### src/rtl/rpr_pkg.sv
`timescale 1ns / 1ps
// ----------------------------------------------------------------------------
// Rotary position rotate package
// Shared constants, types and the build-time tables for the rotary position
// rotate block: inverse frequencies, CORDIC angles and the CORDIC gain.
// ----------------------------------------------------------------------------
package rpr_pkg;

   // Block configuration.
   localparam int HEAD_DIM      = 128;
   localparam int MAX_POSITION  = 4096;
   localparam int CORDIC_STAGES = 16;
   localparam int PAIRS         = HEAD_DIM / 2;

   // Field widths.
   localparam int POS_W    = 12;
   localparam int PAIR_W   = 6;
   localparam int SAMPLE_W = 16;

   // Internal datapath widths.
   localparam int GUARD_BITS  = 14;
   localparam int DATA_W      = 32;
   localparam int PHASE_W     = 32;
   localparam int GAIN_FRAC   = 30;
   localparam int ROUND_SHIFT = GAIN_FRAC + GUARD_BITS;
   localparam int IDX_W       = (PAIRS > 1) ? $clog2(PAIRS) : 1;
   localparam int SHIFT_W     = $clog2(CORDIC_STAGES);

   // Fixed-point constants.
   localparam logic [63:0] LOG2_THETA_Q32 = 64'd57070290109;
   localparam logic [63:0] INV_TWO_PI_Q32 = 64'd683565276;

   // Quarter turn applied ahead of the CORDIC chain.
   typedef enum logic [1:0] {
      QUARTER_NONE  = 2'd0,
      QUARTER_LEFT  = 2'd1,
      QUARTER_HALF  = 2'd2,
      QUARTER_RIGHT = 2'd3
   } quarter_type;

   // One request in flight through a rotation stage.
   typedef struct packed {
      logic                     valid;
      logic signed [DATA_W-1:0] x;
      logic signed [DATA_W-1:0] y;
      logic signed [DATA_W-1:0] z;
   } rot_type;

   typedef logic [PHASE_W-1:0]        freq_table_type [PAIRS];
   typedef logic signed [DATA_W-1:0]  atan_table_type [CORDIC_STAGES];

   // Truncating integer square root, two bits per step.
   function automatic logic [63:0] isqrt64(input logic [63:0] value);
      logic [63:0] v;
      logic [63:0] r;
      logic [63:0] bit_v;
      v     = value;
      r     = 64'd0;
      bit_v = 64'd1 << 62;
      for (int j = 0; j < 32; j++) begin
         if (bit_v > v) begin
            bit_v = bit_v >> 2;
         end
      end
      for (int j = 0; j < 32; j++) begin
         if (bit_v != 64'd0) begin
            if (v >= r + bit_v) begin
               v = v - (r + bit_v);
               r = (r >> 1) + bit_v;
            end else begin
               r = r >> 1;
            end
            bit_v = bit_v >> 2;
         end
      end
      return r;
   endfunction

   // Restoring long division, one quotient bit per step.
   function automatic logic [63:0] udiv64(input logic [63:0] num, input logic [63:0] den);
      logic [63:0] quo;
      logic [63:0] rem;
      quo = 64'd0;
      rem = 64'd0;
      for (int j = 63; j >= 0; j--) begin
         rem = {rem[62:0], num[j]};
         if (rem >= den) begin
            rem    = rem - den;
            quo[j] = 1'b1;
         end
      end
      return quo;
   endfunction

   // Inverse frequencies in Q0.32 turns per position.
   function automatic freq_table_type build_freq_table();
      freq_table_type t;
      logic [63:0]    ladder [32];
      logic [63:0]    e;
      logic [63:0]    whole;
      logic [63:0]    r;
      logic [127:0]   prod;
      ladder[0] = isqrt64(64'd1 << 63);
      for (int b = 1; b < 32; b++) begin
         ladder[b] = isqrt64(ladder[b-1] << 32);
      end
      for (int k = 0; k < PAIRS; k++) begin
         e     = (64'(2 * k) * LOG2_THETA_Q32) / 64'(HEAD_DIM);
         whole = e >> 32;
         r     = 64'd1 << 32;
         for (int b = 1; b <= 32; b++) begin
            if (e[32-b]) begin
               prod = 128'(r) * 128'(ladder[b-1]);
               r    = prod[95:32];
            end
         end
         r    = (whole < 64'd63) ? (r >> whole) : 64'd0;
         prod = 128'(r) * 128'(INV_TWO_PI_Q32) + (128'd1 << 31);
         t[k] = prod[63:32];
      end
      return t;
   endfunction

   // CORDIC step angles atan(2^-i) in Q0.32 turns.
   function automatic atan_table_type build_atan_table();
      atan_table_type     a;
      logic signed [63:0] sum;
      logic signed [63:0] term;
      logic [63:0]        rad;
      logic [127:0]       prod;
      int                 sh;
      a[0] = 32'sh2000_0000;
      for (int i = 1; i < CORDIC_STAGES; i++) begin
         sum = 64'sd0;
         for (int n = 0; n < 32; n++) begin
            sh = 62 - i * (2 * n + 1);
            if (sh >= 0) begin
               term = $signed(udiv64(64'd1 << sh, 64'(2 * n + 1)));
               if ((n & 1) != 0) begin
                  sum = sum - term;
               end else begin
                  sum = sum + term;
               end
            end
         end
         rad  = ($unsigned(sum) + (64'd1 << 29)) >> 30;
         prod = 128'(rad) * 128'(INV_TWO_PI_Q32) + (128'd1 << 31);
         a[i] = $signed(prod[63:32]);
      end
      return a;
   endfunction

   // Product of the CORDIC stage gains' inverses in Q2.30.
   function automatic logic signed [DATA_W-1:0] build_gain();
      logic [63:0] g;
      logic [63:0] arg;
      logic [63:0] s;
      g = 64'd1 << 30;
      for (int i = 0; i < CORDIC_STAGES; i++) begin
         arg = (64'd1 << 30) + ((30 - 2 * i >= 0) ? (64'd1 << (30 - 2 * i)) : 64'd0);
         s   = isqrt64(arg << 30);
         g   = udiv64(g << 30, s);
      end
      return $signed(g[DATA_W-1:0]);
   endfunction

   localparam freq_table_type           INV_FREQ_TABLE = build_freq_table();
   localparam atan_table_type           ATAN_TABLE     = build_atan_table();
   localparam logic signed [DATA_W-1:0] CORDIC_GAIN    = build_gain();

endpackage

### src/rtl/rpr_gain.sv
`timescale 1ns / 1ps
// ----------------------------------------------------------------------------
// Rotary position rotate gain stage
// Removes the CORDIC gain, drops the guard bits with rounding, saturates to
// 16 bits and holds the response register.
// ----------------------------------------------------------------------------
module rpr_gain (
   input  logic                                  clock,
   input  logic                                  reset,
   input  rpr_pkg::rot_type                      rot_in,
   output logic                                  ready_out,
   output logic                                  rsp_valid,
   input  logic                                  rsp_ready,
   output logic signed [rpr_pkg::SAMPLE_W-1:0]   rsp_real_out,
   output logic signed [rpr_pkg::SAMPLE_W-1:0]   rsp_imag_out
);

   localparam int PROD_W = 2 * rpr_pkg::DATA_W;

   logic                              prod_valid_ff;
   logic signed [PROD_W-1:0]          prod_x_ff;
   logic signed [PROD_W-1:0]          prod_y_ff;
   logic                              out_valid_ff;
   logic signed [rpr_pkg::SAMPLE_W-1:0] real_ff, real_in;
   logic signed [rpr_pkg::SAMPLE_W-1:0] imag_ff, imag_in;
   logic                              prod_ready;
   logic                              out_ready;
   logic signed [PROD_W-1:0]          round_x;
   logic signed [PROD_W-1:0]          round_y;
   logic signed [PROD_W-1:0]          shift_x;
   logic signed [PROD_W-1:0]          shift_y;

   localparam logic signed [PROD_W-1:0] HALF   = PROD_W'(1) <<< (rpr_pkg::ROUND_SHIFT - 1);
   localparam logic signed [PROD_W-1:0] SAT_HI = PROD_W'(32767);
   localparam logic signed [PROD_W-1:0] SAT_LO = -PROD_W'(32768);

   // Stall chain from the response register back to the multiplier stage.
   assign out_ready  = !out_valid_ff || rsp_ready;
   assign prod_ready = !prod_valid_ff || out_ready;
   assign ready_out  = prod_ready;

   // Round to nearest, then saturate.
   always_comb begin
      round_x = prod_x_ff + HALF;
      round_y = prod_y_ff + HALF;
      shift_x = round_x >>> rpr_pkg::ROUND_SHIFT;
      shift_y = round_y >>> rpr_pkg::ROUND_SHIFT;
      if (shift_x > SAT_HI) begin
         real_in = 16'sh7fff;
      end else if (shift_x < SAT_LO) begin
         real_in = 16'sh8000;
      end else begin
         real_in = shift_x[rpr_pkg::SAMPLE_W-1:0];
      end
      if (shift_y > SAT_HI) begin
         imag_in = 16'sh7fff;
      end else if (shift_y < SAT_LO) begin
         imag_in = 16'sh8000;
      end else begin
         imag_in = shift_y[rpr_pkg::SAMPLE_W-1:0];
      end
   end

   // Valid bits of the two stages.
   always_ff @(posedge clock) begin
      if (reset) begin
         prod_valid_ff <= 1'b0;
         out_valid_ff  <= 1'b0;
      end else begin
         if (prod_ready) begin
            prod_valid_ff <= rot_in.valid;
         end
         if (out_ready) begin
            out_valid_ff <= prod_valid_ff;
         end
      end
   end

   // Gain multiply and response registers.
   always_ff @(posedge clock) begin
      if (prod_ready) begin
         prod_x_ff <= $signed(rot_in.x) * rpr_pkg::CORDIC_GAIN;
         prod_y_ff <= $signed(rot_in.y) * rpr_pkg::CORDIC_GAIN;
      end
      if (out_ready) begin
         real_ff <= real_in;
         imag_ff <= imag_in;
      end
   end

   assign rsp_valid    = out_valid_ff;
   assign rsp_real_out = real_ff;
   assign rsp_imag_out = imag_ff;

endmodule

### config.mk
export PLATFORM = sky130hd
export DESIGN_NAME = rpr_gain
export DESIGN_NICKNAME = d
export VERILOG_FILES = /design/src/rtl/rpr_pkg.sv /design/src/rtl/rpr_gain.sv
export SDC_FILE = /design/constraint.sdc
export NUM_CORES = 2
export LEC_CHECK = 0
export BUFFER_PORTS_ARGS = -buffer_cell sky130_fd_sc_hd__buf_2
export CAP_MARGIN = 5
export CORE_MARGIN = 2
export CORE_UTILIZATION = 40
export DETAILED_ROUTE_END_ITERATION = 10
export PLACE_DENSITY = 0.54
export REMOVE_ABC_BUFFERS = 1
export SLEW_MARGIN = 20
export SYNTH_ARGS = -nofsm -noshare
export SYNTH_HDL_FRONTEND = slang
export SYNTH_SLANG_ARGS = --single-unit
export TNS_END_PERCENT = 30
### constraint.sdc
create_clock -name clock -period 9.9 [get_ports clock]
set_input_delay 0.99 -clock clock [delete_from_list [all_inputs] [get_ports clock]]
set_output_delay 0.99 -clock clock [all_outputs]
set_load 0.05 [all_outputs]
==> impl_metrics.tcl <==
set metrics [dict create \
    max_slew.worst_pin.slew_ns 1.01 \
    crit_path_end_kind "flip-flop" \
    clock_tree_from_tritoncts "built" \
    timing.max_slew.rel_slack 0.326 \
    route.detailed.drc 0 \
    timing.critical_path.slowest_cell_delay_ns 0.53 \
    gr-usage-all-layers 0.224 \
    drt_pass1_iterations 5 \
    syn_inst 4170 \
    grt_pass1_wl_mm 182 \
    worst_clock_skew_ns 0.00694 \
    multi_input_comb_area_um2 34400 \
    first_global_vias 30238 \
    num_rows 118 \
    critical_path_s_slowest_cell "sky130_fd_sc_hd__fa_1" \
    timing.setup.critical_path_class "in -> reg" \
    pins_over_their_slew_limit 0 \
    status "finished clean" \
    die-width_um 326 \
    clock-sinks 74 \
    synthesis.area_um2 41500 \
    post_synth_num_cell_types 76 \
    synth_edf_count 72 \
    core_um2 103000 \
    setup_violations 0 \
    synthToLayoutAreaGrowth_pct 5.96 \
    postSynth.topFlopCell "sky130_fd_sc_hd__edfxtp_1" \
    max_cap_check_violation_count 0 \
    postSynthRegisterBits 74 \
    cp-start-kind "input pin" \
    viasPerCell 4.95 \
    route.detailed.wl_per_inst_um 20.4 \
    dp_hpwl_mm 105 \
    nFillCells 10229 \
    final-hold-violation-count 0 \
    clk-insertion-delay-late_ns 0.33 \
    numCtsBuffers 9 \
    pin_count_of_the_biggest_net_entering_global_routing 43 \
    synth_sequential_area_ratio 0.0530 \
    post_cts_resized 0 \
    design.portCount 134 \
    critical_path_s_most_frequent_cell "sky130_fd_sc_hd__inv_1" \
    ctsRootBufferMaster "sky130_fd_sc_hd__clkbuf_16" \
    grt_setup_unrepaired "no" \
    cts.hold.buffers_added 0 \
    cp.arrival_ns 8.77 \
    clk_path_buf_depth 2 \
    yosys_warnings 0 \
    final_wtd_congestion 0.943 \
    htree_num_levels 3 \
    timing.reg2reg.setup_slack_ns 6.80 \
    clock.fmax_ghz 0.115 \
    post_cts_setup_buffer_count 0 \
    wirelength_mm 115 \
    post_route_cells_drive_above_1_share 0.0378 \
    cts.reportedPaths.clkPinSlew_ns 0.06 \
    count_of_input_and_output_buffers 101 \
    register_area_um2 2200 \
    totalNegativeSetupSlack_ns 0 \
    period_needed_ns 8.70 \
    dr_total_vias 27949 \
    globalRoute.totalOverflow 0 \
    detail-route-antenna-nets 0 \
    syn_area_per_cell_um2 9.96 \
    synth-async-reset-ratio 0 \
    worst_hold_path_type "reg -> reg" \
    initial_antenna_violation_count 0 \
    path_max_fanout 11 \
    start_util 0.403 \
    die_area_um2 106000 \
    fin_nets 5999 \
    critPathRequiredTime_ns 9.97 \
    post-route-period-util 0.879 \
    first_iter_violations 1624 \
    die_y_um 326 \
]
## worst paths after layout
| kind | start | cells past startpoint | end |
|---|---|---|---|
| worst min register to register | prod_valid_ff$_SDFFE_PP0P_ | 2 | rsp_valid$_SDFFE_PP0P_ |
| worst min-delay path | prod_valid_ff$_SDFFE_PP0P_ | 2 | rsp_valid$_SDFFE_PP0P_ |
| worst max-delay path | rot_in[43] | 29 | prod_y_ff[62]$_DFFE_PP_ |
| worst max register to register | prod_y_ff[45]$_DFFE_PP_ | 9 | rsp_imag_out[8]$_SDFFCE_PN1P_ |
## cell families after synthesis
group | Yosys count | share of synthesized area
buf+inv | 1310 | 0.118
fa+ha+maj | 1643 | 0.651
mux | 1 | 0.000241
xor+xnor | 269 | 0.0567
compound gates | 522 | 0.0787
flops | 74 | 0.0530
simple gates | 351 | 0.0423
## metal layers
metal  up-vias  GRT usage  wire length [um]
met5         -          0                 0
met4         0     0.0295              1700
met3        79     0.0201              5740
met2       628      0.356             51900
met1     14172      0.341             55800
li1      13070          -                 -
## placed cells by master (no fill, tap or decap), types with 34 or more instances in the layout
cell type	n
sky130_fd_sc_hd__inv_1	1268
sky130_fd_sc_hd__xor2_1	160
sky130_fd_sc_hd__nor2_1	65
sky130_fd_sc_hd__ha_1	781
sky130_fd_sc_hd__nand3_1	34
sky130_fd_sc_hd__o21ai_0	105
sky130_fd_sc_hd__edfxtp_1	72
sky130_fd_sc_hd__nand2_1	111
sky130_fd_sc_hd__buf_2	101
sky130_fd_sc_hd__fa_1	862
sky130_fd_sc_hd__xnor2_1	109
sky130_fd_sc_hd__a21oi_1	205
sky130_fd_sc_hd__a21o_1	72
## metrics by stage
| stage | worst slack, ns | cells | hold WS [ns] | cell area [um2] | util |
|---|---|---|---|---|---|
| 2_1_floorplan | 2.30 | 4131 | 0.463 | 41400 | - |
| 3_3_place_gp | 1.00 | 5625 | 0.506 | 43700 | 0.424 |
| 3_5_place_dp | 0.922 | 5625 | 0.508 | 43700 | 0.424 |
| 4_1_cts | 1.28 | 5641 | 0.518 | 44000 | 0.427 |
| 5_1_grt | 0.849 | 5641 | 0.565 | 44000 | 0.427 |
| 6_report | 1.20 | 5642 | 0.513 | 44000 | 0.427 |
## cell type report
class / instances / area share
flip-flops and latches: 74 / 0.0500
multi-input cells: 2786 / 0.782
clock buffers: 9 / 0.00512
clock inverters: 7 / 0.00156
inverters: 1271 / 0.108
well taps: 1380 / 0.0392
repair buffers: 114 / 0.0137
diodes: 1 / 0.0000568
## cell usage after synthesis (all sizes together), types with 3 or more instances
cell | n | share of area
o211ai | 13 | 0.0023
a22oi | 4 | 0.00072
a21o | 72 | 0.013
a41oi | 6 | 0.0014
edfxtp | 72 | 0.052
nand2 | 113 | 0.010
o21a | 14 | 0.0025
a211oi | 11 | 0.0020
nand4 | 18 | 0.0027
a311oi | 3 | 0.00078
and3 | 22 | 0.0033
nor2 | 65 | 0.0059
fa | 862 | 0.42
a21boi | 4 | 0.00072
o21ai | 106 | 0.013
nand3 | 37 | 0.0048
ha | 781 | 0.24
o41ai | 3 | 0.00063
o21bai | 19 | 0.0034
a221oi | 4 | 0.00084
nor4 | 7 | 0.0014
nor3b | 6 | 0.0012
nor3 | 15 | 0.0018
buf | 5 | 0.00057
a22o | 14 | 0.0030
and2 | 5 | 0.00075
or2 | 12 | 0.0019
inv | 1270 | 0.11
clkbuf | 34 | 0.0031
a21oi | 206 | 0.025
a211o | 5 | 0.0011
xnor2 | 109 | 0.023
xor2 | 160 | 0.034
a2111oi | 6 | 0.0022
and4 | 5 | 0.0011
nor2b | 19 | 0.0029
a31oi | 10 | 0.0015
a31o | 3 | 0.00063
nand2b | 21 | 0.0032
## state kept, by name, indices dropped and copies added, names as in the netlist
register	cells
prod_valid_ff	1
prod_x_ff	20
prod_y_ff	20
rsp_imag_out	16
rsp_real_out	16
rsp_valid	1
## critical path, delay by kind of cell
family | cells | cell delay (ns)
adder cells (fa/ha/maj) | 9 | 3.75
AO/OA/AOI/OAI | 8 | 2.70
buffers and inverters | 9 | 0.88
XOR/XNOR | 2 | 0.37
AND/OR/NAND/NOR | 1 | 0.06
Power is left out: the tool's default activity adds up to more than one toggle a clock period on the data nets, which glitch-free logic cannot reach.
