===== config.mk =====
export PLATFORM = sky130hd
export DESIGN_NAME = rpr_cell
export DESIGN_NICKNAME = d
export VERILOG_FILES = /design/src/rtl/rpr_pkg.sv /design/src/rtl/rpr_cell.sv
export SDC_FILE = /design/constraint.sdc
export NUM_CORES = 1
export LEC_CHECK = 0
export BUFFER_PORTS_ARGS = -buffer_cell sky130_fd_sc_hd__buf_2
export CAP_MARGIN = 10
export CORE_MARGIN = 5
export CORE_UTILIZATION = 54
export CTS_BUF_LIST = sky130_fd_sc_hd__clkbuf_8
export DETAILED_ROUTE_END_ITERATION = 7
export GPL_ROUTABILITY_DRIVEN = 0
export PLACE_DENSITY = 0.78
export RECOVER_POWER = 50
export SLEW_MARGIN = 20
export SYNTH_ARGS = -nofsm -noshare
export SYNTH_HDL_FRONTEND = slang
export SYNTH_SLANG_ARGS = --single-unit

===== constraint.sdc =====
create_clock -name clock -period 5.4 [get_ports clock]
set_input_delay 0.27 -clock clock [delete_from_list [all_inputs] [get_ports clock]]
set_output_delay 0.27 -clock clock [all_outputs]
set_load 0.02 [all_outputs]

===== src/rtl/rpr_pkg.sv =====
`timescale 1ns / 1ps
// ----------------------------------------------------------------------------
// Rotary position rotate package
// Shared constants, types and the build-time tables for the rotary position
// rotate block: inverse frequencies, CORDIC angles and the CORDIC gain.
// ----------------------------------------------------------------------------
package rpr_pkg;

   // Block configuration.
   localparam int HEAD_DIM      = 128;
   localparam int MAX_POSITION  = 4096;
   localparam int CORDIC_STAGES = 16;
   localparam int PAIRS         = HEAD_DIM / 2;

   // Field widths.
   localparam int POS_W    = 12;
   localparam int PAIR_W   = 6;
   localparam int SAMPLE_W = 16;

   // Internal datapath widths.
   localparam int GUARD_BITS  = 14;
   localparam int DATA_W      = 32;
   localparam int PHASE_W     = 32;
   localparam int GAIN_FRAC   = 30;
   localparam int ROUND_SHIFT = GAIN_FRAC + GUARD_BITS;
   localparam int IDX_W       = (PAIRS > 1) ? $clog2(PAIRS) : 1;
   localparam int SHIFT_W     = $clog2(CORDIC_STAGES);

   // Fixed-point constants.
   localparam logic [63:0] LOG2_THETA_Q32 = 64'd57070290109;
   localparam logic [63:0] INV_TWO_PI_Q32 = 64'd683565276;

   // Quarter turn applied ahead of the CORDIC chain.
   typedef enum logic [1:0] {
      QUARTER_NONE  = 2'd0,
      QUARTER_LEFT  = 2'd1,
      QUARTER_HALF  = 2'd2,
      QUARTER_RIGHT = 2'd3
   } quarter_type;

   // One request in flight through a rotation stage.
   typedef struct packed {
      logic                     valid;
      logic signed [DATA_W-1:0] x;
      logic signed [DATA_W-1:0] y;
      logic signed [DATA_W-1:0] z;
   } rot_type;

   typedef logic [PHASE_W-1:0]        freq_table_type [PAIRS];
   typedef logic signed [DATA_W-1:0]  atan_table_type [CORDIC_STAGES];

   // Truncating integer square root, two bits per step.
   function automatic logic [63:0] isqrt64(input logic [63:0] value);
      logic [63:0] v;
      logic [63:0] r;
      logic [63:0] bit_v;
      v     = value;
      r     = 64'd0;
      bit_v = 64'd1 << 62;
      for (int j = 0; j < 32; j++) begin
         if (bit_v > v) begin
            bit_v = bit_v >> 2;
         end
      end
      for (int j = 0; j < 32; j++) begin
         if (bit_v != 64'd0) begin
            if (v >= r + bit_v) begin
               v = v - (r + bit_v);
               r = (r >> 1) + bit_v;
            end else begin
               r = r >> 1;
            end
            bit_v = bit_v >> 2;
         end
      end
      return r;
   endfunction

   // Restoring long division, one quotient bit per step.
   function automatic logic [63:0] udiv64(input logic [63:0] num, input logic [63:0] den);
      logic [63:0] quo;
      logic [63:0] rem;
      quo = 64'd0;
      rem = 64'd0;
      for (int j = 63; j >= 0; j--) begin
         rem = {rem[62:0], num[j]};
         if (rem >= den) begin
            rem    = rem - den;
            quo[j] = 1'b1;
         end
      end
      return quo;
   endfunction

   // Inverse frequencies in Q0.32 turns per position.
   function automatic freq_table_type build_freq_table();
      freq_table_type t;
      logic [63:0]    ladder [32];
      logic [63:0]    e;
      logic [63:0]    whole;
      logic [63:0]    r;
      logic [127:0]   prod;
      ladder[0] = isqrt64(64'd1 << 63);
      for (int b = 1; b < 32; b++) begin
         ladder[b] = isqrt64(ladder[b-1] << 32);
      end
      for (int k = 0; k < PAIRS; k++) begin
         e     = (64'(2 * k) * LOG2_THETA_Q32) / 64'(HEAD_DIM);
         whole = e >> 32;
         r     = 64'd1 << 32;
         for (int b = 1; b <= 32; b++) begin
            if (e[32-b]) begin
               prod = 128'(r) * 128'(ladder[b-1]);
               r    = prod[95:32];
            end
         end
         r    = (whole < 64'd63) ? (r >> whole) : 64'd0;
         prod = 128'(r) * 128'(INV_TWO_PI_Q32) + (128'd1 << 31);
         t[k] = prod[63:32];
      end
      return t;
   endfunction

   // CORDIC step angles atan(2^-i) in Q0.32 turns.
   function automatic atan_table_type build_atan_table();
      atan_table_type     a;
      logic signed [63:0] sum;
      logic signed [63:0] term;
      logic [63:0]        rad;
      logic [127:0]       prod;
      int                 sh;
      a[0] = 32'sh2000_0000;
      for (int i = 1; i < CORDIC_STAGES; i++) begin
         sum = 64'sd0;
         for (int n = 0; n < 32; n++) begin
            sh = 62 - i * (2 * n + 1);
            if (sh >= 0) begin
               term = $signed(udiv64(64'd1 << sh, 64'(2 * n + 1)));
               if ((n & 1) != 0) begin
                  sum = sum - term;
               end else begin
                  sum = sum + term;
               end
            end
         end
         rad  = ($unsigned(sum) + (64'd1 << 29)) >> 30;
         prod = 128'(rad) * 128'(INV_TWO_PI_Q32) + (128'd1 << 31);
         a[i] = $signed(prod[63:32]);
      end
      return a;
   endfunction

   // Product of the CORDIC stage gains' inverses in Q2.30.
   function automatic logic signed [DATA_W-1:0] build_gain();
      logic [63:0] g;
      logic [63:0] arg;
      logic [63:0] s;
      g = 64'd1 << 30;
      for (int i = 0; i < CORDIC_STAGES; i++) begin
         arg = (64'd1 << 30) + ((30 - 2 * i >= 0) ? (64'd1 << (30 - 2 * i)) : 64'd0);
         s   = isqrt64(arg << 30);
         g   = udiv64(g << 30, s);
      end
      return $signed(g[DATA_W-1:0]);
   endfunction

   localparam freq_table_type           INV_FREQ_TABLE = build_freq_table();
   localparam atan_table_type           ATAN_TABLE     = build_atan_table();
   localparam logic signed [DATA_W-1:0] CORDIC_GAIN    = build_gain();

endpackage


===== src/rtl/rpr_cell.sv =====
`timescale 1ns / 1ps
// ----------------------------------------------------------------------------
// Rotary position rotate CORDIC cell
// One micro-rotation of the CORDIC chain with its own pipeline register and
// a hold when the following cell cannot take the request.
// ----------------------------------------------------------------------------
module rpr_cell (
   input  logic                                clock,
   input  logic                                reset,
   input  logic [rpr_pkg::SHIFT_W-1:0]         shift_amt,
   input  logic signed [rpr_pkg::DATA_W-1:0]   angle,
   input  rpr_pkg::rot_type                    prev,
   input  logic                                ready_in,
   output logic                                ready_out,
   output rpr_pkg::rot_type                    next
);

   logic                              valid_ff;
   logic signed [rpr_pkg::DATA_W-1:0] x_ff, x_in;
   logic signed [rpr_pkg::DATA_W-1:0] y_ff, y_in;
   logic signed [rpr_pkg::DATA_W-1:0] z_ff, z_in;
   logic signed [rpr_pkg::DATA_W-1:0] dx;
   logic signed [rpr_pkg::DATA_W-1:0] dy;

   // The cell takes a new request when empty or when its own moves on.
   assign ready_out = !valid_ff || ready_in;

   // Rotate toward a zero residual angle; the shift rounds toward minus infinity.
   always_comb begin
      dx = $signed(prev.y) >>> shift_amt;
      dy = $signed(prev.x) >>> shift_amt;
      if (!prev.z[rpr_pkg::DATA_W-1]) begin
         x_in = $signed(prev.x) - dx;
         y_in = $signed(prev.y) + dy;
         z_in = $signed(prev.z) - angle;
      end else begin
         x_in = $signed(prev.x) + dx;
         y_in = $signed(prev.y) - dy;
         z_in = $signed(prev.z) + angle;
      end
   end

   // Valid bit.
   always_ff @(posedge clock) begin
      if (reset) begin
         valid_ff <= 1'b0;
      end else if (ready_out) begin
         valid_ff <= prev.valid;
      end
   end

   // Data registers.
   always_ff @(posedge clock) begin
      if (ready_out) begin
         x_ff <= x_in;
         y_ff <= y_in;
         z_ff <= z_in;
      end
   end

   assign next = '{valid: valid_ff, x: x_ff, y: y_ff, z: z_ff};

endmodule


==> results of run 1 <==
[layout make-up]
cell class | count | share of cell area
clock buffer | 9 | 0.00839
clock inverter | 7 | 0.00483
tap | 324 | 0.0274
sequential | 97 | 0.197
inverter | 49 | 0.0125
timing repair buffer | 274 | 0.0938
multi-input combinational | 1236 | 0.657
[sequential cells by signal (all words and copies together) (netlist names)]
signal,cells
y_ff,32
valid_ff,1
x_ff,32
z_ff,32
[final timing paths]
kind / cells after the start / start / to
worst max register to register: 2 / valid_ff / y_ff[0]
worst min-delay path: 3 / prev[96] / valid_ff
worst max-delay path: 21 / shift_amt[3] / y_ff[31]
worst min register to register: 1 / valid_ff / z_ff[1]
[stage by stage]
stage	worst slack (ns)	std cells	cell area (µm²)	power, mW
6_report	0.322	1996	14800	4.19
3_3_place_gp	0.0936	1979	14700	3.72
3_5_place_dp	-0.0421	1979	14700	3.76
5_1_grt	0.0194	1996	14800	4.49
2_1_floorplan	0.0158	1443	13100	3.08
4_1_cts	0.361	1996	14900	4.27
[routing by layer]
layer	wire length [µm]	up-vias
li1	-	5867
met1	14800	5737
met2	17700	529
met3	2450	108
met4	1690	2
met5	7	-
[report_power, final]
group | switching, mW | internal (mW)
sequential | 0.0810 | 1.20
clock | 0.283 | 0.214
combinational | 1.48 | 0.927
[cells in the final DEF (no fill, tap or decap), types with 50 or more instances in the layout]
| cell type | count |
|---|---|
| a21oi_1 | 147 |
| buf_2 | 134 |
| nor2_1 | 116 |
| xnor2_1 | 104 |
| nand2_1 | 103 |
| ha_1 | 103 |
| clkbuf_1 | 98 |
| edfxtp_1 | 96 |
| o21ai_0 | 81 |
| xor2_1 | 66 |
| mux4_2 | 58 |
| mux2i_1 | 50 |
[logic make-up (layout without fill, tap and decap cells)]
group                      Yosys count  after routing
and+or+nand+nor                    368            368
muxes                              150            150
AOI/OAI and AO/OA                  442            442
adders and majority gates          106            106
DFF                                 97             97
buffers and inverters              110            339
xor gates and xnor gates           170            170
[critical path: stages]
cell and delay, ns:
buf_2 0.43, buf_4 0.29, mux4_2 0.36, mux4_2 0.48
a211oi_2 0.19, nand4_1 0.16, nor2_1 0.15, nand2_1 0.11
o211ai_1 0.19, a21oi_1 0.09, a221o_1 0.29, ha_1 0.34
a21oi_1 0.20, o21ai_0 0.13, o31a_1 0.33, o21ai_0 0.31
a21oi_1 0.15, a31oi_1 0.26, a31o_2 0.22, o21ai_0 0.13
xnor2_1 0.16
[timing repair]
item / 4_1_cts / 5_1_grt
hold endpoints to repair: 1 / 0
endpoints found under the setup margin: 0 / 2
buffers inserted: 0 / 0
hold buffers: 1 / 0
gates resized for setup: 0 / 1
==> results.yml, run 1 <==
clock_network:
  cts.path.max_buffers: 2
  tritoncts: "done"
  cts-htree-levels: 3
  cts_root_buf: "clkbuf_8"
  number_of_buffers_inserted_during_clock_tree_synthesis: 9
  tritoncts_num_sinks: 97
  clock_latency_of_the_later_clocked_register_in_the_worst_skew_pair_ns: 0.39
  clock_transition_at_path_regs_ns: 0.10
worst_setup_path:
  crit_type: "in2reg"
  r2r_setup_slack_ns: 1.97
  critPathCaptureType: "register"
  required_ns: 5.55
  worst_endpoint_data_arrival_time_ns: 5.23
  start_kind: "input port"
  critical_path.max_fanout: 23
global_route:
  first_global_vias: 11900
  gr-usage-met2: 0.446
  antenna_found_initial: 1
  pin_count_of_the_biggest_net_entering_global_routing: 63
  gr-usage-all-layers: 0.255
  grt_util_met1: 0.314
  busiest_layer: "met2"
  grt_first_pass_wirelength_mm: 58.9
  global_route.overflow_total: 0
  grt.met3_usage: 0.0395
routing:
  detailedRoute.firstPassIterationCount: 6
  via_density_per_instance: 6.13
  route.detailed.wl_per_inst_um: 18.3
  drc: 0
  routed_wl_mm: 36.6
  route.vias.total: 12200
  count_of_antenna_violating_nets_left_after_detailed_routing: 0
  detailed_router_s_first_iteration_violation_count: 961
placed_design:
  place.detailed.hpwl_mm: 29.2
  port_buffers: 233
outcome:
  failed_checks: "capacitance limit, slew limit"
  outcome: "finished, violations left"
timing:
  finalMaxSlewViolations: 59
  clock-skew-final_ns: 0.0101
  rsz0062_at_grt: "false"
  transition_at_the_pin_with_the_smallest_max_transition_slack_ns: 2.91
  final.hold.worst_slack_ns: 0.0963
  relSlewSlack: -0.937
  final-hold-violation-count: 0
  fin_tns_setup_ns: 0
  fmaxAchievable_mhz: 197
  final_cycle_utilization_of_the_critical_path: 0.940
  timing.final.crit_period_ns: 5.08
  final_setup_violation_count: 0
cells_and_area:
  nets: 1909
  antenna-diode-count: 0
  multi_input_area_um2: 9700
  synthToLayoutAreaGrowth_pct: 12.7
  share_of_cells_above_drive_strength_1: 0.187
  final-seq-area_um2: 2900
  finalCoreUtilization: 0.613
  layout.filler_cells: 2125
power:
  power.ir.vdd_worst_mv: 0.187
  power_leakage_nw: 6.09
  power.density_nw_per_um2: 283
logic_synthesis:
  synth_commonest_cells: "a21oi_1 (147), nor2_1 (116), xnor2_1 (104)"
  synth_top_family_by_area: "compound AO/OA/AOI/OAI gates"
  synth-seq-area-share: 0.222
  synth.most_common_cell: "a21oi_1"
  synthesis.area_um2: 13100
  syn-instance-count: 1443
  synth.avg_cell_area_um2: 9.08
  synth.yosys.warnings: 0
  synth_simple_gate_area_share: 0.134
  synth_compound_area_frac: 0.214
  synth_area_leaders: "edfxtp_1 (22%), mux4_2 (10%), ha_1 (9.8%)"
  ys_async_sr_fraction: 0
  netlist-cell-type-count: 84
  netlist.top_cell.by_area: "edfxtp_1"
  syn-num-nets: 1685
  synthMuxAreaShare: 0.175
  post_synth_xor_area_fraction: 0.114
  synth.ff_latch_count: 97
  synth_adder_area_share: 0.103
  number_of_flops_mapped_to_enable_cells_by_yosys: 96
  post-synth-top-area-fraction: 0.220
  ys_dominant_reg_cell: "edfxtp_1"
floorplanning:
  floorplan.initialDensity: 0.543
  die_area_um2: 27500
  chipHeight_um: 166
  floorplan.core_area_um2: 24100
  dieWidth_um: 166
  top_level_ports: 234
  row_count: 57
job:
  maxCapViolations: 1
worst_hold_path:
  worst_hold_path_type: "in2reg"
(Power assumes the default switching activity.)
==> inputs of run 2 (changes only) <==
--- a/config.mk
+++ b/config.mk
@@ -8,11 +8,11 @@
 export BUFFER_PORTS_ARGS = -buffer_cell sky130_fd_sc_hd__buf_2
 export CAP_MARGIN = 10
 export CORE_MARGIN = 5
-export CORE_UTILIZATION = 54
+export CORE_UTILIZATION = 59
 export CTS_BUF_LIST = sky130_fd_sc_hd__clkbuf_8
 export DETAILED_ROUTE_END_ITERATION = 7
 export GPL_ROUTABILITY_DRIVEN = 0
-export PLACE_DENSITY = 0.78
+export PLACE_DENSITY = 0.81
 export RECOVER_POWER = 50
 export SLEW_MARGIN = 20
 export SYNTH_ARGS = -nofsm -noshare
==> constraint.sdc (replaced) <==
create_clock -name clock -period 5 [get_ports clock]
set_input_delay 0.25 -clock clock [delete_from_list [all_inputs] [get_ports clock]]
set_output_delay 0.25 -clock clock [all_outputs]
set_load 0.02 [all_outputs]
==> run 2 against run 1 <==
Compared with the run above: the flow still finishes with violations (capacitance limit, slew limit); sequential power increased by 8%; combinational power increased by 15%; worst setup slack got worse by 0.037 ns; count of clock-buffer cells in the layout unchanged; final cell count increased by 0.85%; utilization increased by 8.5 points; global-route usage increased by 3.4 points; die area decreased by 8.0%; largest cell class unchanged.
==> results.yml, run 2 (synthesized netlist as in run 1, its figures left out) <==
clock_network:
  cts_root_buf: "clkbuf_8"
  cts.path.max_buffers: 2
  clock_latency_of_the_later_clocked_register_in_the_worst_skew_pair_ns: 0.41
  number_of_buffers_inserted_during_clock_tree_synthesis: 9
  clock_transition_at_path_regs_ns: 0.11
  cts-htree-levels: 3
  tritoncts_num_sinks: 97
  tritoncts: "done"
timing:
  final_setup_violation_count: 0
  clock-skew-final_ns: 0.0162
  final-hold-violation-count: 0
  final.hold.worst_slack_ns: 0.0541
  transition_at_the_pin_with_the_smallest_max_transition_slack_ns: 3.15
  timing.final.crit_period_ns: 4.71
  relSlewSlack: -1.10
  final_cycle_utilization_of_the_critical_path: 0.943
  finalMaxSlewViolations: 65
  rsz0062_at_grt: "false"
  fin_tns_setup_ns: 0
  fmaxAchievable_mhz: 212
routing:
  route.vias.total: 12700
  drc: 0
  detailed_router_s_first_iteration_violation_count: 1343
  detailedRoute.firstPassIterationCount: 7
  via_density_per_instance: 6.31
  routed_wl_mm: 38.5
  count_of_antenna_violating_nets_left_after_detailed_routing: 0
  route.detailed.wl_per_inst_um: 19.1
floorplanning:
  floorplan.core_area_um2: 21800
  top_level_ports: 234
  row_count: 54
  die_area_um2: 25300
  chipHeight_um: 159
  dieWidth_um: 159
  floorplan.initialDensity: 0.600
global_route:
  global_route.overflow_total: 0
  antenna_found_initial: 0
  grt_first_pass_wirelength_mm: 61.7
  first_global_vias: 12400
  pin_count_of_the_biggest_net_entering_global_routing: 65
  gr-usage-all-layers: 0.289
placed_design:
  dp_cells: 1996
  port_buffers: 233
  detailed_place.area_um2: 15100
  place.detailed.hpwl_mm: 30.6
cells_and_area:
  highest_count_cells_in_the_layout_ignoring_fill_and_taps: "a21oi_1 (145), buf_2 (134), nor2_1 (116)"
  reg_top3: "x_ff: 32 flops, y_ff: 32 flops, z_ff: 32 flops"
  finalCoreUtilization: 0.698
  antenna-diode-count: 0
  fin_area_um2: 15200
  share_of_cells_above_drive_strength_1: 0.219
  fin_cells: 2013
  layout.cells.most_common: "a21oi_1"
  nets: 1970
  layout.filler_cells: 1790
  synthToLayoutAreaGrowth_pct: 16.2
worst_setup_path:
  crit_type: "in2reg"
  worst_endpoint_data_arrival_time_ns: 4.88
  critical_path.max_fanout: 9
  required_ns: 5.17
  start_kind: "input port"
  critPathCaptureType: "register"
power:
  power.density_nw_per_um2: 310
  power.ir.vdd_worst_mv: 0.181
  power_leakage_nw: 6.39
outcome:
  outcome: "finished, violations left"
  failed_checks: "capacitance limit, slew limit"
job:
  maxCapViolations: 1
worst_hold_path:
  worst_hold_path_type: "in2reg"
-- run 2: path summary, 6_finish.rpt --
check                from        to  slack, ns  cells past startpoint
max          shift_amt[0]  y_ff[28]       0.29                     25
min              prev[96]  valid_ff       0.05                      3
max reg2reg      valid_ff   y_ff[3]       1.43                      2
min reg2reg      valid_ff   z_ff[1]       2.52                      1
-- run 2: timing repair --
action | CTS | global route
buffers inserted | 0 | 0
setup endpoints to repair | 0 | 4
endpoints found under the hold margin | 1 | 0
gates resized for setup | 0 | 3
hold buffers | 1 | 0
-- run 2: layout make-up --
cell class                      instances  area (µm²)  share of cell area
Tap cell                              280         350              0.0230
Clock inverter                          7        85.1             0.00559
Inverter                               49         188              0.0123
Multi-Input combinational cell       1236        9730               0.639
Clock buffer                            9         124             0.00813
Timing Repair Buffer                  335        1850               0.121
Sequential cell                        97        2900               0.191
-- run 2: layer usage --
layer  GRT usage  part of all wire  vias to the layer above
met1       0.350              0.39                     5991
li1            -                 -                     5997
met5           0                 0                        -
met2       0.517              0.50                      594
met4       0.106             0.039                        0
met3      0.0492             0.073                      118
-- run 2: where the power goes --
part           internal (mW)  switching [mW]
Combinational           1.10            1.65
Sequential              1.30          0.0891
Clock                  0.242           0.338
-- run 2: worst max-delay path, stage by stage --
cell and delay (ns):
buf_2 0.33, mux4_2 0.57, mux2i_1 0.17, and2_1 0.15, a31o_2 0.11, ha_1 0.16
inv_1 0.05, nor2_2 0.16, nand4_1 0.15, nor2_1 0.17, nand2_1 0.10, o211ai_1 0.20
a21oi_1 0.09, a221o_1 0.32, ha_4 0.25, and3_1 0.17, nand2_1 0.12, o21ai_0 0.12
o22ai_1 0.24, o41ai_2 0.14, a21oi_1 0.20, a31oi_1 0.15, a21bo_2 0.23, a21oi_1 0.16
xnor2_1 0.09
-- run 2: metrics by stage --
stage,setup slack [ns],total power [mW]
2_1_floorplan,0.00825,3.34
3_5_place_dp,-0.176,4.20
3_3_place_gp,-0.0404,4.12
6_report,0.285,4.72
4_1_cts,0.196,4.79
5_1_grt,0.00950,5.04
